### src/rtl/bss_pkg.sv
// Package for the bubble sort swap count core.
// Holds field widths, the default capacity and the compare unit control struct.
// No dependencies.
package bss_pkg;

	localparam int DATA_W        = 32;
	localparam int CNT_W         = 11;
	localparam int MAX_ITEMS_DEF = 64;

	// Commands from the sequencer to the compare unit
	typedef struct packed {
		logic load;   // take the read data as the carried element
		logic step;   // compare read data with the carried element, count
		logic clear;  // zero the swap and compare counters
	} cmp_ctrl_t;

endpackage

### src/rtl/bss_ram.sv
// Generic single write port, single read port RAM with registered read data.
// Depends on nothing; width and depth come from parameters.
module bss_ram #(
	parameter int WIDTH = 32,
	parameter int DEPTH = 64
) (
	input  logic                     clk,
	input  logic                     we,
	input  logic [$clog2(DEPTH)-1:0] waddr,
	input  logic [WIDTH-1:0]         wdata,
	input  logic [$clog2(DEPTH)-1:0] raddr,
	output logic [WIDTH-1:0]         rdata
);

	logic [WIDTH-1:0] mem_q [DEPTH];
	logic [WIDTH-1:0] rdata_q;

	// Write port
	always_ff @(posedge clk) begin
		if (we) begin
			mem_q[waddr] <= wdata;
		end
	end

	// Registered read port
	always_ff @(posedge clk) begin
		rdata_q <= mem_q[raddr];
	end

	assign rdata = rdata_q;

endmodule

### src/rtl/bss_cmp_unit.sv
// Shared compare-and-select unit of the bubble sort core: holds the element
// carried toward the front in a pass and counts compares and swaps.
// Depends on bss_pkg.
module bss_cmp_unit (
	input  logic                       clk,
	input  logic                       arst_n,
	input  bss_pkg::cmp_ctrl_t         ctrl,
	input  logic [bss_pkg::DATA_W-1:0] rd_data,
	output logic [bss_pkg::DATA_W-1:0] wr_data,
	output logic [bss_pkg::DATA_W-1:0] carry,
	output logic [bss_pkg::CNT_W-1:0]  swap_count,
	output logic [bss_pkg::CNT_W-1:0]  compare_count
);
	import bss_pkg::*;

	logic [DATA_W-1:0] carry_q;
	logic [CNT_W-1:0]  swap_q;
	logic [CNT_W-1:0]  cmp_q;
	logic              gt;

	// Front entry is strictly greater: it moves back, carried element stays
	assign gt      = $signed(rd_data) > $signed(carry_q);
	assign wr_data = gt ? rd_data : carry_q;

	// Hold the carried element
	always_ff @(posedge clk) begin
		if (ctrl.load) begin
			carry_q <= rd_data;
		end else if (ctrl.step && !gt) begin
			carry_q <= rd_data;
		end
	end

	// Count compares and swaps, saturating at all ones
	always_ff @(posedge clk or negedge arst_n) begin
		if (!arst_n) begin
			swap_q <= '0;
			cmp_q  <= '0;
		end else if (ctrl.clear) begin
			swap_q <= '0;
			cmp_q  <= '0;
		end else if (ctrl.step) begin
			if (cmp_q != '1) begin
				cmp_q <= cmp_q + CNT_W'(1);
			end
			if (gt && swap_q != '1) begin
				swap_q <= swap_q + CNT_W'(1);
			end
		end
	end

	assign carry         = carry_q;
	assign swap_count    = swap_q;
	assign compare_count = cmp_q;

endmodule

### src/rtl/bubble_sort_swap_count_core.sv
// Bubble sort core with swap and compare counts.
//
// Input: an item (value, last_item) is taken at a clock edge where start is
// high and busy is low. Items are stored one per cycle; up to MAX_ITEMS are
// kept, later ones are dropped and raise overflow. An item with last_item
// set is stored (if room) and starts the sort; busy stays high until all
// results are out, then the core is empty and ready for a new set.
// Sort: one pass per front position i; each pass walks from the back with
// one RAM read, one compare and one RAM write per cycle, plus the pass
// overhead states PSTART, PLOAD and PEND and one final check in PSTART.
// The single RAM read/write port pair and the shared compare unit set
// this pace.
// Output: n results, one per cycle on result_valid, ascending, each with
// swap_count, compare_count and overflow; last_result marks the final one.
// Results start after the last pass writes back in PEND, by way of PSTART
// and OUT. The receiver cannot stall: each result is present for exactly
// one cycle.
// Reset (arst_n low) empties the store and clears counts and flags; the
// RAM contents are not cleared and are never read before being written.
// Depends on bss_pkg, bss_ram, bss_cmp_unit.
module bubble_sort_swap_count_core #(
	parameter int MAX_ITEMS = bss_pkg::MAX_ITEMS_DEF
) (
	input  logic                              clk,
	input  logic                              arst_n,
	input  logic                              start,
	output logic                              busy,
	input  logic signed [bss_pkg::DATA_W-1:0] value,
	input  logic                              last_item,
	output logic                              result_valid,
	output logic signed [bss_pkg::DATA_W-1:0] sorted_value,
	output logic        [bss_pkg::CNT_W-1:0]  swap_count,
	output logic        [bss_pkg::CNT_W-1:0]  compare_count,
	output logic                              overflow,
	output logic                              last_result
);
	import bss_pkg::*;

	localparam int AW = $clog2(MAX_ITEMS);
	localparam int CW = $clog2(MAX_ITEMS + 1);

	typedef enum logic [6:0] {
		ST_IDLE   = 7'b0000001,
		ST_PSTART = 7'b0000010,
		ST_PLOAD  = 7'b0000100,
		ST_PRUN   = 7'b0001000,
		ST_PEND   = 7'b0010000,
		ST_OUT    = 7'b0100000,
		ST_DRAIN  = 7'b1000000
	} state_t;

	state_t            state_q;
	logic [CW-1:0]     total_q;
	logic              dropped_q;
	logic [AW-1:0]     pass_q;
	logic [AW-1:0]     j_q;
	logic [AW-1:0]     k_q;
	logic              valid_s1;
	logic              last_s1;

	logic              accept;
	logic              has_room;
	logic [CW-1:0]     last_full;
	logic [AW-1:0]     last_idx;

	logic              ram_we;
	logic [AW-1:0]     ram_waddr;
	logic [DATA_W-1:0] ram_wdata;
	logic [AW-1:0]     ram_raddr;
	logic [DATA_W-1:0] ram_rdata;

	cmp_ctrl_t         cmp_ctrl;
	logic [DATA_W-1:0] cmp_wr_data;
	logic [DATA_W-1:0] cmp_carry;

	assign busy      = (state_q != ST_IDLE);
	assign accept    = start && !busy;
	assign has_room  = (total_q < CW'(MAX_ITEMS));
	assign last_full = total_q - CW'(1);
	assign last_idx  = last_full[AW-1:0];

	// Element store
	bss_ram #(
		.WIDTH(DATA_W),
		.DEPTH(MAX_ITEMS)
	) u_store (
		.clk  (clk),
		.we   (ram_we),
		.waddr(ram_waddr),
		.wdata(ram_wdata),
		.raddr(ram_raddr),
		.rdata(ram_rdata)
	);

	// Shared compare unit
	bss_cmp_unit u_cmp (
		.clk          (clk),
		.arst_n       (arst_n),
		.ctrl         (cmp_ctrl),
		.rd_data      (ram_rdata),
		.wr_data      (cmp_wr_data),
		.carry        (cmp_carry),
		.swap_count   (swap_count),
		.compare_count(compare_count)
	);

	// Drive RAM ports and compare unit commands from the state
	always_comb begin
		ram_we         = 1'b0;
		ram_waddr      = total_q[AW-1:0];
		ram_wdata      = $unsigned(value);
		ram_raddr      = last_idx;
		cmp_ctrl.load  = 1'b0;
		cmp_ctrl.step  = 1'b0;
		cmp_ctrl.clear = 1'b0;
		case (state_q)
			ST_IDLE: begin
				ram_we = accept && has_room;
			end
			ST_PSTART: begin
				ram_raddr = last_idx;
			end
			ST_PLOAD: begin
				cmp_ctrl.load = 1'b1;
				ram_raddr     = j_q - AW'(1);
			end
			ST_PRUN: begin
				cmp_ctrl.step = 1'b1;
				ram_we        = 1'b1;
				ram_waddr     = j_q;
				ram_wdata     = cmp_wr_data;
				ram_raddr     = j_q - AW'(2);
			end
			ST_PEND: begin
				ram_we    = 1'b1;
				ram_waddr = pass_q;
				ram_wdata = cmp_carry;
			end
			ST_OUT: begin
				ram_raddr = k_q;
			end
			ST_DRAIN: begin
				cmp_ctrl.clear = 1'b1;
			end
			default: begin
				ram_we = 1'b0;
			end
		endcase
	end

	// Sequencer: load, sort passes, output, clear
	always_ff @(posedge clk or negedge arst_n) begin
		if (!arst_n) begin
			state_q   <= ST_IDLE;
			total_q   <= '0;
			dropped_q <= 1'b0;
			pass_q    <= '0;
			j_q       <= '0;
			k_q       <= '0;
			valid_s1  <= 1'b0;
			last_s1   <= 1'b0;
		end else begin
			valid_s1 <= 1'b0;
			last_s1  <= 1'b0;
			case (state_q)
				ST_IDLE: begin
					if (accept) begin
						if (has_room) begin
							total_q <= total_q + CW'(1);
						end else begin
							dropped_q <= 1'b1;
						end
						if (last_item) begin
							pass_q  <= '0;
							state_q <= ST_PSTART;
						end
					end
				end
				ST_PSTART: begin
					if (pass_q < last_idx) begin
						j_q     <= last_idx;
						state_q <= ST_PLOAD;
					end else begin
						k_q     <= '0;
						state_q <= ST_OUT;
					end
				end
				ST_PLOAD: begin
					state_q <= ST_PRUN;
				end
				ST_PRUN: begin
					j_q <= j_q - AW'(1);
					if (j_q == pass_q + AW'(1)) begin
						state_q <= ST_PEND;
					end
				end
				ST_PEND: begin
					pass_q  <= pass_q + AW'(1);
					state_q <= ST_PSTART;
				end
				ST_OUT: begin
					valid_s1 <= 1'b1;
					last_s1  <= (k_q == last_idx);
					k_q      <= k_q + AW'(1);
					if (k_q == last_idx) begin
						state_q <= ST_DRAIN;
					end
				end
				ST_DRAIN: begin
					total_q   <= '0;
					dropped_q <= 1'b0;
					state_q   <= ST_IDLE;
				end
				default: begin
					state_q <= ST_IDLE;
				end
			endcase
		end
	end

	assign result_valid = valid_s1;
	assign last_result  = last_s1;
	assign sorted_value = $signed(ram_rdata);
	assign overflow     = dropped_q;

	// Results appear only while the core is busy
	a_valid_busy: assert property (@(posedge clk) disable iff (!arst_n)
		result_valid |-> busy)
		else $error("result strobe while idle");

	// A last item always starts a sort
	a_last_starts: assert property (@(posedge clk) disable iff (!arst_n)
		(accept && last_item) |=> busy)
		else $error("last item did not start a sort");

	// Final result mark only on a strobed result
	a_last_valid: assert property (@(posedge clk) disable iff (!arst_n)
		last_result |-> result_valid)
		else $error("last_result without result_valid");

	// Run ends cleared
	a_drain_clear: assert property (@(posedge clk) disable iff (!arst_n)
		(state_q == ST_DRAIN) |=> (!busy && swap_count == '0 && total_q == '0
		&& !overflow))
		else $error("state not cleared after run");

endmodule

### config.mk
export PLATFORM = sky130hd
export DESIGN_NAME = bubble_sort_swap_count_core
export DESIGN_NICKNAME = d
export VERILOG_FILES = /design/src/rtl/bss_pkg.sv /design/src/rtl/bss_ram.sv /design/src/rtl/bss_cmp_unit.sv /design/src/rtl/bubble_sort_swap_count_core.sv
export SDC_FILE = /design/constraint.sdc
export NUM_CORES = 2
export LEC_CHECK = 0
export BUFFER_PORTS_ARGS = -buffer_cell sky130_fd_sc_hd__buf_2
export CAP_MARGIN = 30
export CORE_MARGIN = 2
export CORE_UTILIZATION = 49
export CTS_CLUSTER_SIZE = 10
export DETAILED_ROUTE_END_ITERATION = 7
export HOLD_SLACK_MARGIN = 0.03
export PLACE_DENSITY = 0.75
export SLEW_MARGIN = 20
export SYNTH_ARGS = -nofsm -noshare
export SYNTH_HDL_FRONTEND = slang
export SYNTH_SLANG_ARGS = --single-unit
### constraint.sdc
create_clock -name clk -period 10.05 [get_ports clk]
set_input_delay 0.5025 -clock clk [delete_from_list [all_inputs] [get_ports clk]]
set_output_delay 0.5025 -clock clk [all_outputs]
set_load 0.005 [all_outputs]
Yosys cells after proc, flatten, opt, wreduce, memory -nomap -nowiden
Memories as Yosys holds them, arrays and structs flattened. A register that Yosys moved wholly into a read port is not among the register bits.
Index checks and enable logic that the tools add are counted.
{ "op_classes": {"order_cmp": 3, "muxes": 39, "n_addsub": 8, "reduce_logical": 23, "n_eq_ne": 20} }
{ "ops": {"columns": ["cell", "count"], "rows": [
  ["$mux W32", 3],
  ["$mux W11", 6],
  ["$pmux W32 S2", 1],
  ["$pmux W6 S2", 4],
  ["$mux W7", 6],
  ["$pmux W7 S6", 1],
  ["$gt A32 B32 Y1", 1],
  ["$mux W6", 5],
  ["$add A11 B1 Y11 const B", 2],
  ["$ne A11 B11 Y1 const B", 2],
  ["$pmux W6 S3", 1],
  ["$ne A2 B2 Y1 const B", 8],
  ["$reduce_bool A2 Y1", 8],
  ["$pmux W7 S2", 1],
  ["$add A6 B1 Y6 const B", 2],
  ["$eq A6 B6 Y1", 2],
  ["$sub A6 B1 Y6 const B", 2],
  ["$mux W1", 9],
  ["$reduce_and A3 Y1", 3],
  ["$reduce_and A2 Y1", 4],
  ["$add A7 B1 Y7 const B", 1],
  ["$eq A7 B1 Y1 const B", 1],
  ["$eq A7 B2 Y1 const B", 1],
  ["$eq A7 B3 Y1 const B", 1],
  ["13 further kinds", 18]
]} }
{ "totals": {"output_inout_bits": 58, "mem_count": 1, "word_cells": 105, "input_bits": 36, "register_bits": 89, "ram_bits": 2048} }
{ "memory_table": {"columns": ["name", "depth", "word_bits", "read_ports", "rd_ports_with_merged_regs", "write_ports", "line", "source"], "rows": [
  ["u_store.mem_q", 64, 32, 1, 1, 1, "bss_ram.sv:15", "logic [WIDTH-1:0] mem_q [DEPTH];"]
]} }

Depth between registers and ports, before layout
{ "depth": {"depth_word": 7, "depth_mapped": 17, "depth_no_buf": 12} }

Hierarchy
From an unflattened synthesis, not the netlist that was laid out.
{ "unflattened": {"hier_cells": 4041, "hier_area_um2": 84921.4} }
{ "modules_own_cells": {"columns": ["module", "n_inst", "cells_each", "seq_area_each_um2", "area_each_um2"], "rows": [
  ["bss_ram", 1, 3324, 62139.6, 78515.3],
  ["bss_cmp_unit", 1, 315, 1511.4, 3383.2],
  ["bubble_sort_swap_count_core", 1, 402, 877.1, 3022.9]
]} }

Worst setup path after synthesis
OpenSTA, ideal clock, no wires.
{ "synth_timing": {"path_type": "register to register", "start": "reg state_q[5]", "end": "mem u_store.mem_q[43][0], enable pin", "required_time_ns": 9.629, "n_path_buf": 0, "period_less_slack_ns": 4.199, "setup_time_ns": 0.421, "slack_ns": 5.851, "stages_incl_launch_ff": 8, "arrival_time_ns": 3.778, "cell_sequence": "dfrtp_1 > nor3_1 > nand2_1 > nor2_1 > nor2_1 > a221o_1 > or4_1 > nor2_1"} }
{ "synth_between": {"elab_chain_cells": 7, "elab_cells_between_ends": 12, "cone_classes": "4 x eq/ne; 4 x mux; 4 x reduce/logical"} }
{ "synth_rtl": {"columns": ["element", "line", "source"], "rows": [
  ["start, declared", "bubble_sort_swap_count_core.sv:52", "state_t state_q;"],
  ["start signal, assigned", "bubble_sort_swap_count_core.sv:154", "state_q <= ST_IDLE;"],
  ["start signal, assigned", "bubble_sort_swap_count_core.sv:175", "state_q <= ST_PSTART;"],
  ["start signal, assigned", "bubble_sort_swap_count_core.sv:182", "state_q <= ST_PLOAD;"],
  ["$ne A7 B1 Y1", "bubble_sort_swap_count_core.sv:76", "assign busy = (state_q != ST_IDLE);"],
  ["$logic_not A1 Y1", "bubble_sort_swap_count_core.sv:77", "assign accept = start && !busy;"],
  ["$logic_and A1 B1 Y1", "bubble_sort_swap_count_core.sv:77", null],
  ["$logic_and A1 B1 Y1", "bubble_sort_swap_count_core.sv:118", "ram_we = accept && has_room;"],
  ["$pmux W1 S2", "bubble_sort_swap_count_core.sv:116", "case (state_q)"],
  ["$mux W1", "bss_ram.sv:20", "if (we) begin"],
  ["$mux W1 (not written as such)", "bss_ram.sv:21", "mem_q[waddr] <= wdata;"],
  ["end, declared", "bss_ram.sv:15", null]
]} }
Parallel ways exist; a longest one is shown, timed or not.

Final worst setup path
{ "layout_timing": {"start": "reg state_q[2]", "end": "reg u_store.rdata_q[18], in the netlist u_store.rdata[18] (read register of u_store.mem_q)"} }
{ "layout_between": {"elab_chain_cells": 2, "elab_cells_between_ends": 4, "cone_classes": "3 x eq/ne; 1 x mux"} }
{ "layout_rtl": {"columns": ["element", "line", "source"], "rows": [
  ["$eq A7 B6 Y1, or another cell as far along", "bubble_sort_swap_count_core.sv:116", null],
  ["$pmux W6 S3 *", "bubble_sort_swap_count_core.sv:116", null],
  ["end, declared", "bss_ram.sv:16", "logic [WIDTH-1:0] rdata_q;"]
]} }
Mark *: on every way between the ends. The rest lies on a longest branch, timed or not.
A chain may end at the register's enable or synchronous reset.

==> metrics <==
status complete, no violations; Seq/Total Area, Yosys 74.0%; Worst Tran Pin Value around 1.1 ns; PD cells approximately 330 nW/um^2; post-synthesis register bit count 2169; Compound-Gate Fraction of Synth Area about 6.8%; post-route ant nets 0; Post-Synth Adder-Cell Area less than 1%; Worst-path clk slew around 0.060 ns; H-tree Lvls 4; Initial Util 49.4%; Vias/cell approximately 6.5; Hold Path Class input port to async pin; Post-synth top flop edfxtp_1; Syn Area/Cell 14.1 um^2; slew margin rel. 27.2%; GR Util met1 around 38%; Worst Setup End Kind flip-flop; slowest cell on the critical path buf_4; Post-DP HPWL 141000 um; mux contribution to synthesized area 3.73%; Max-Cap Viols 0; Final setup viols 0; Post-synth top cells edfxtp_1 (2080), nand2_1 (1449), nand3_1 (522); core area 176000 um^2; maximum VDD drop between 0.0003 and 0.0004 V; Placer Congestion 0.901; XOR/XNOR Fraction of Synth Area 0.361%; CP required 10.83 ns; Synth top area share between 70% and 80%; CP max stage delay 0.84 ns; worst skew pair latency 0.87 ns; syn_nets 6261; layout cell share with drive strength beyond 1 ~11%; vias in the first global route 53900; DRC errors left 0; Startpoint Class flip-flop; synthesized area 87200 um^2; P_leak 33.4 nW; initial antenna violation count 18; fmax 0.180 GHz; first-pass GRT wire length 368000 um; TritonRoute pass-1 iters 8; asr flop ratio synth under 10%; Synth Instances a little over 6000; Post-Route WL ~260000 um; root cell of the clock tree clkbuf_16; GR Layer Usage met3 7.63%; gr ovfl total 0; Max Fanout on Critical Path approximately 80; worst-case clock buffer depth 3; Worst Clk Skew 0.0588 ns; Post-Route Setup TNS 0 ns; Post-synth EDFFs 2080; Hold Slack 0.365 ns; IO Port Bufs 93; min cycle time layout roughly 5.5 ns; Die ar. 181000 um^2; wire length per cell 29.0 um; Netlist cell types just over 90; Rows between 150 and 200; routed via count between 50000 and 60000; DRT iter0 DRCs 10700; main combinational cell family by area after synthesis simple AND/OR/NAND/NOR gates; CTS tree built; layout net count 6399; P&R area growth vs syn 12.0%; critical path, cell by cell or3b_1 > a2111oi_2 > o211a_4 > buf_4 > buf_4 > nand2_1 > and3_1 > a311oi_1 > a31oi_1 > a31oi_1 > or4_1; Tcrit/Tclk final 55.2%; dominant cells by area after synthesis edfxtp_1 (72%), nand2_1 (6.2%), nand3_1 (3.0%); GR Util met2 41.7%; Die W 426 um; Final Hold Viols 0; Tot GR Track Use 27.7%; area leader, netlist edfxtp_1; simple-gate share of the synthesized area 11.9%; largest net degree at the start of global routing 160; I/O Pins 94; clk sink count 2169; fin. max-slew vios 0; die height about 430 um; post-CTS resize count 0; most used routing layer in global routing met2; kind of critical path flip-flop to flip-flop; most numerous cell in the Yosys netlist edfxtp_1; fill count 13400; Yosys warnings 0; Num CTS Buffers 236; RSZ-0062 raised after global routing no; crit path DAT 6.33 ns
-- timing repair --
item,CTS,global route
setup buffers,0,0
hold buffers,3,0
endpoints found under the hold margin,58,0
-- critical path: cells and delay by family, from the launching register on --
family          cells  cell delay [ns]
compound gates      5             2.26
buf+inv             2             1.52
flops               1             0.52
simple gates        4             1.03
-- layer usage --
layer / routed length (um) / share of wire (%)
met1: 91500 / 36
met2: 115000 / 45
met3: 37700 / 15
met4: 11500 / 4.5
met5: 92 / 0.036
-- final cells by class --
| class | count | area [um^2] | share of cell area (%) |
|---|---|---|---|
| sequential | 2169 | 64500 | 66.1 |
| multi-input combinational | 3587 | 21200 | 21.7 |
| clock buffer | 376 | 6530 | 6.68 |
| tap | 2340 | 2930 | 3.00 |
| timing repair buffer | 277 | 2150 | 2.20 |
| inverter | 46 | 173 | 0.177 |
| clock inverter | 11 | 165 | 0.169 |
| antenna | 8 | 20.0 | 0.0205 |
-- registers in the layout, summed over array words and instances (netlist names) --
register	count
u_store.rdata	32
pass_q	6
u_cmp.carry	32
u_cmp.swap_count	11
u_cmp.compare_count	11
last_result	1
k_q	6
u_store.mem_q	2048
total_q	7
result_valid	1
state_q	7
j_q	6
overflow	1
-- path summary, 6_finish.rpt --
check | from | endpoint | slack, ns | cells past startpoint
setup reg to reg | state_q[2] | u_store.rdata[18] | 4.50 | 11
hold reg to reg | overflow | overflow | 0.52 | 2
min in group clk | value[0] | u_store.mem_q[54][0] | 0.37 | 2
setup / recovery | state_q[2] | u_store.rdata[18] | 4.50 | 11
hold / removal | arst_n | u_cmp.compare_count[3] | 0.37 | 3
max in group asynchronous | arst_n | total_q[4] | 9.15 | 3
-- cells in the final DEF, fill, tap and decap left out, types with 11 or more instances in the layout --
| cell type | count |
|---|---|
| a21oi_1 | 201 |
| xnor2_1 | 17 |
| nand4_1 | 43 |
| nand2_1 | 1445 |
| buf_2 | 94 |
| dfrtp_1 | 56 |
| nor2_1 | 62 |
| and3_1 | 100 |
| clkbuf_16 | 240 |
| dfxtp_1 | 32 |
| a31oi_1 | 131 |
| a21o_2 | 26 |
| xor2_1 | 19 |
| mux2i_1 | 229 |
| nand3_1 | 522 |
| o21ai_0 | 67 |
| a221oi_1 | 23 |
| mux4_2 | 40 |
| or4_1 | 20 |
| a311oi_1 | 50 |
| edfxtp_1 | 2080 |
| a32oi_1 | 45 |
| or3_1 | 14 |
| clkbuf_1 | 135 |
| nor2_4 | 69 |
| o22ai_1 | 53 |
| nor3_1 | 36 |
| nor4_1 | 11 |
| a22oi_1 | 39 |
| o221ai_1 | 52 |
| a21o_1 | 17 |
| buf_4 | 155 |
| buf_12 | 21 |
| a22o_1 | 34 |
| ha_1 | 46 |
| inv_1 | 46 |
-- cell families (layout without fill, tap and decap cells) --
group | after synthesis | in the layout
simple gates | 2380 | 2380
flops | 2169 | 2169
compound gates | 853 | 853
buf+inv | 423 | 710
mux | 272 | 272
fa+ha+maj | 46 | 46
xor+xnor | 36 | 36
other cells | 0 | 8
-- where the power goes --
group	internal [mW]	total [mW]	leakage (nW)	switching, mW
clock	4.38	7.73	3.20	3.35
combinational	3.81	13.7	10.4	9.86
sequential	10.3	10.7	19.7	0.385
-- per-stage QoR --
stage / power (mW) / cell area (um^2) / cells / util [%] / setup slack (ns)
floorplan: 18.8 / 87200 / 6179 / - / 5.85
global placement: 23.5 / 90500 / 8392 / 51.3 / 4.06
detailed placement: 23.9 / 90800 / 8410 / 51.5 / 4.73
CTS: 31.5 / 97500 / 8800 / 55.3 / 4.68
global route: 33.0 / 97600 / 8806 / 55.3 / 4.32
finish: 32.1 / 97700 / 8814 / 55.3 / 4.50
Note: power is estimated with default switching activity, not from simulation.
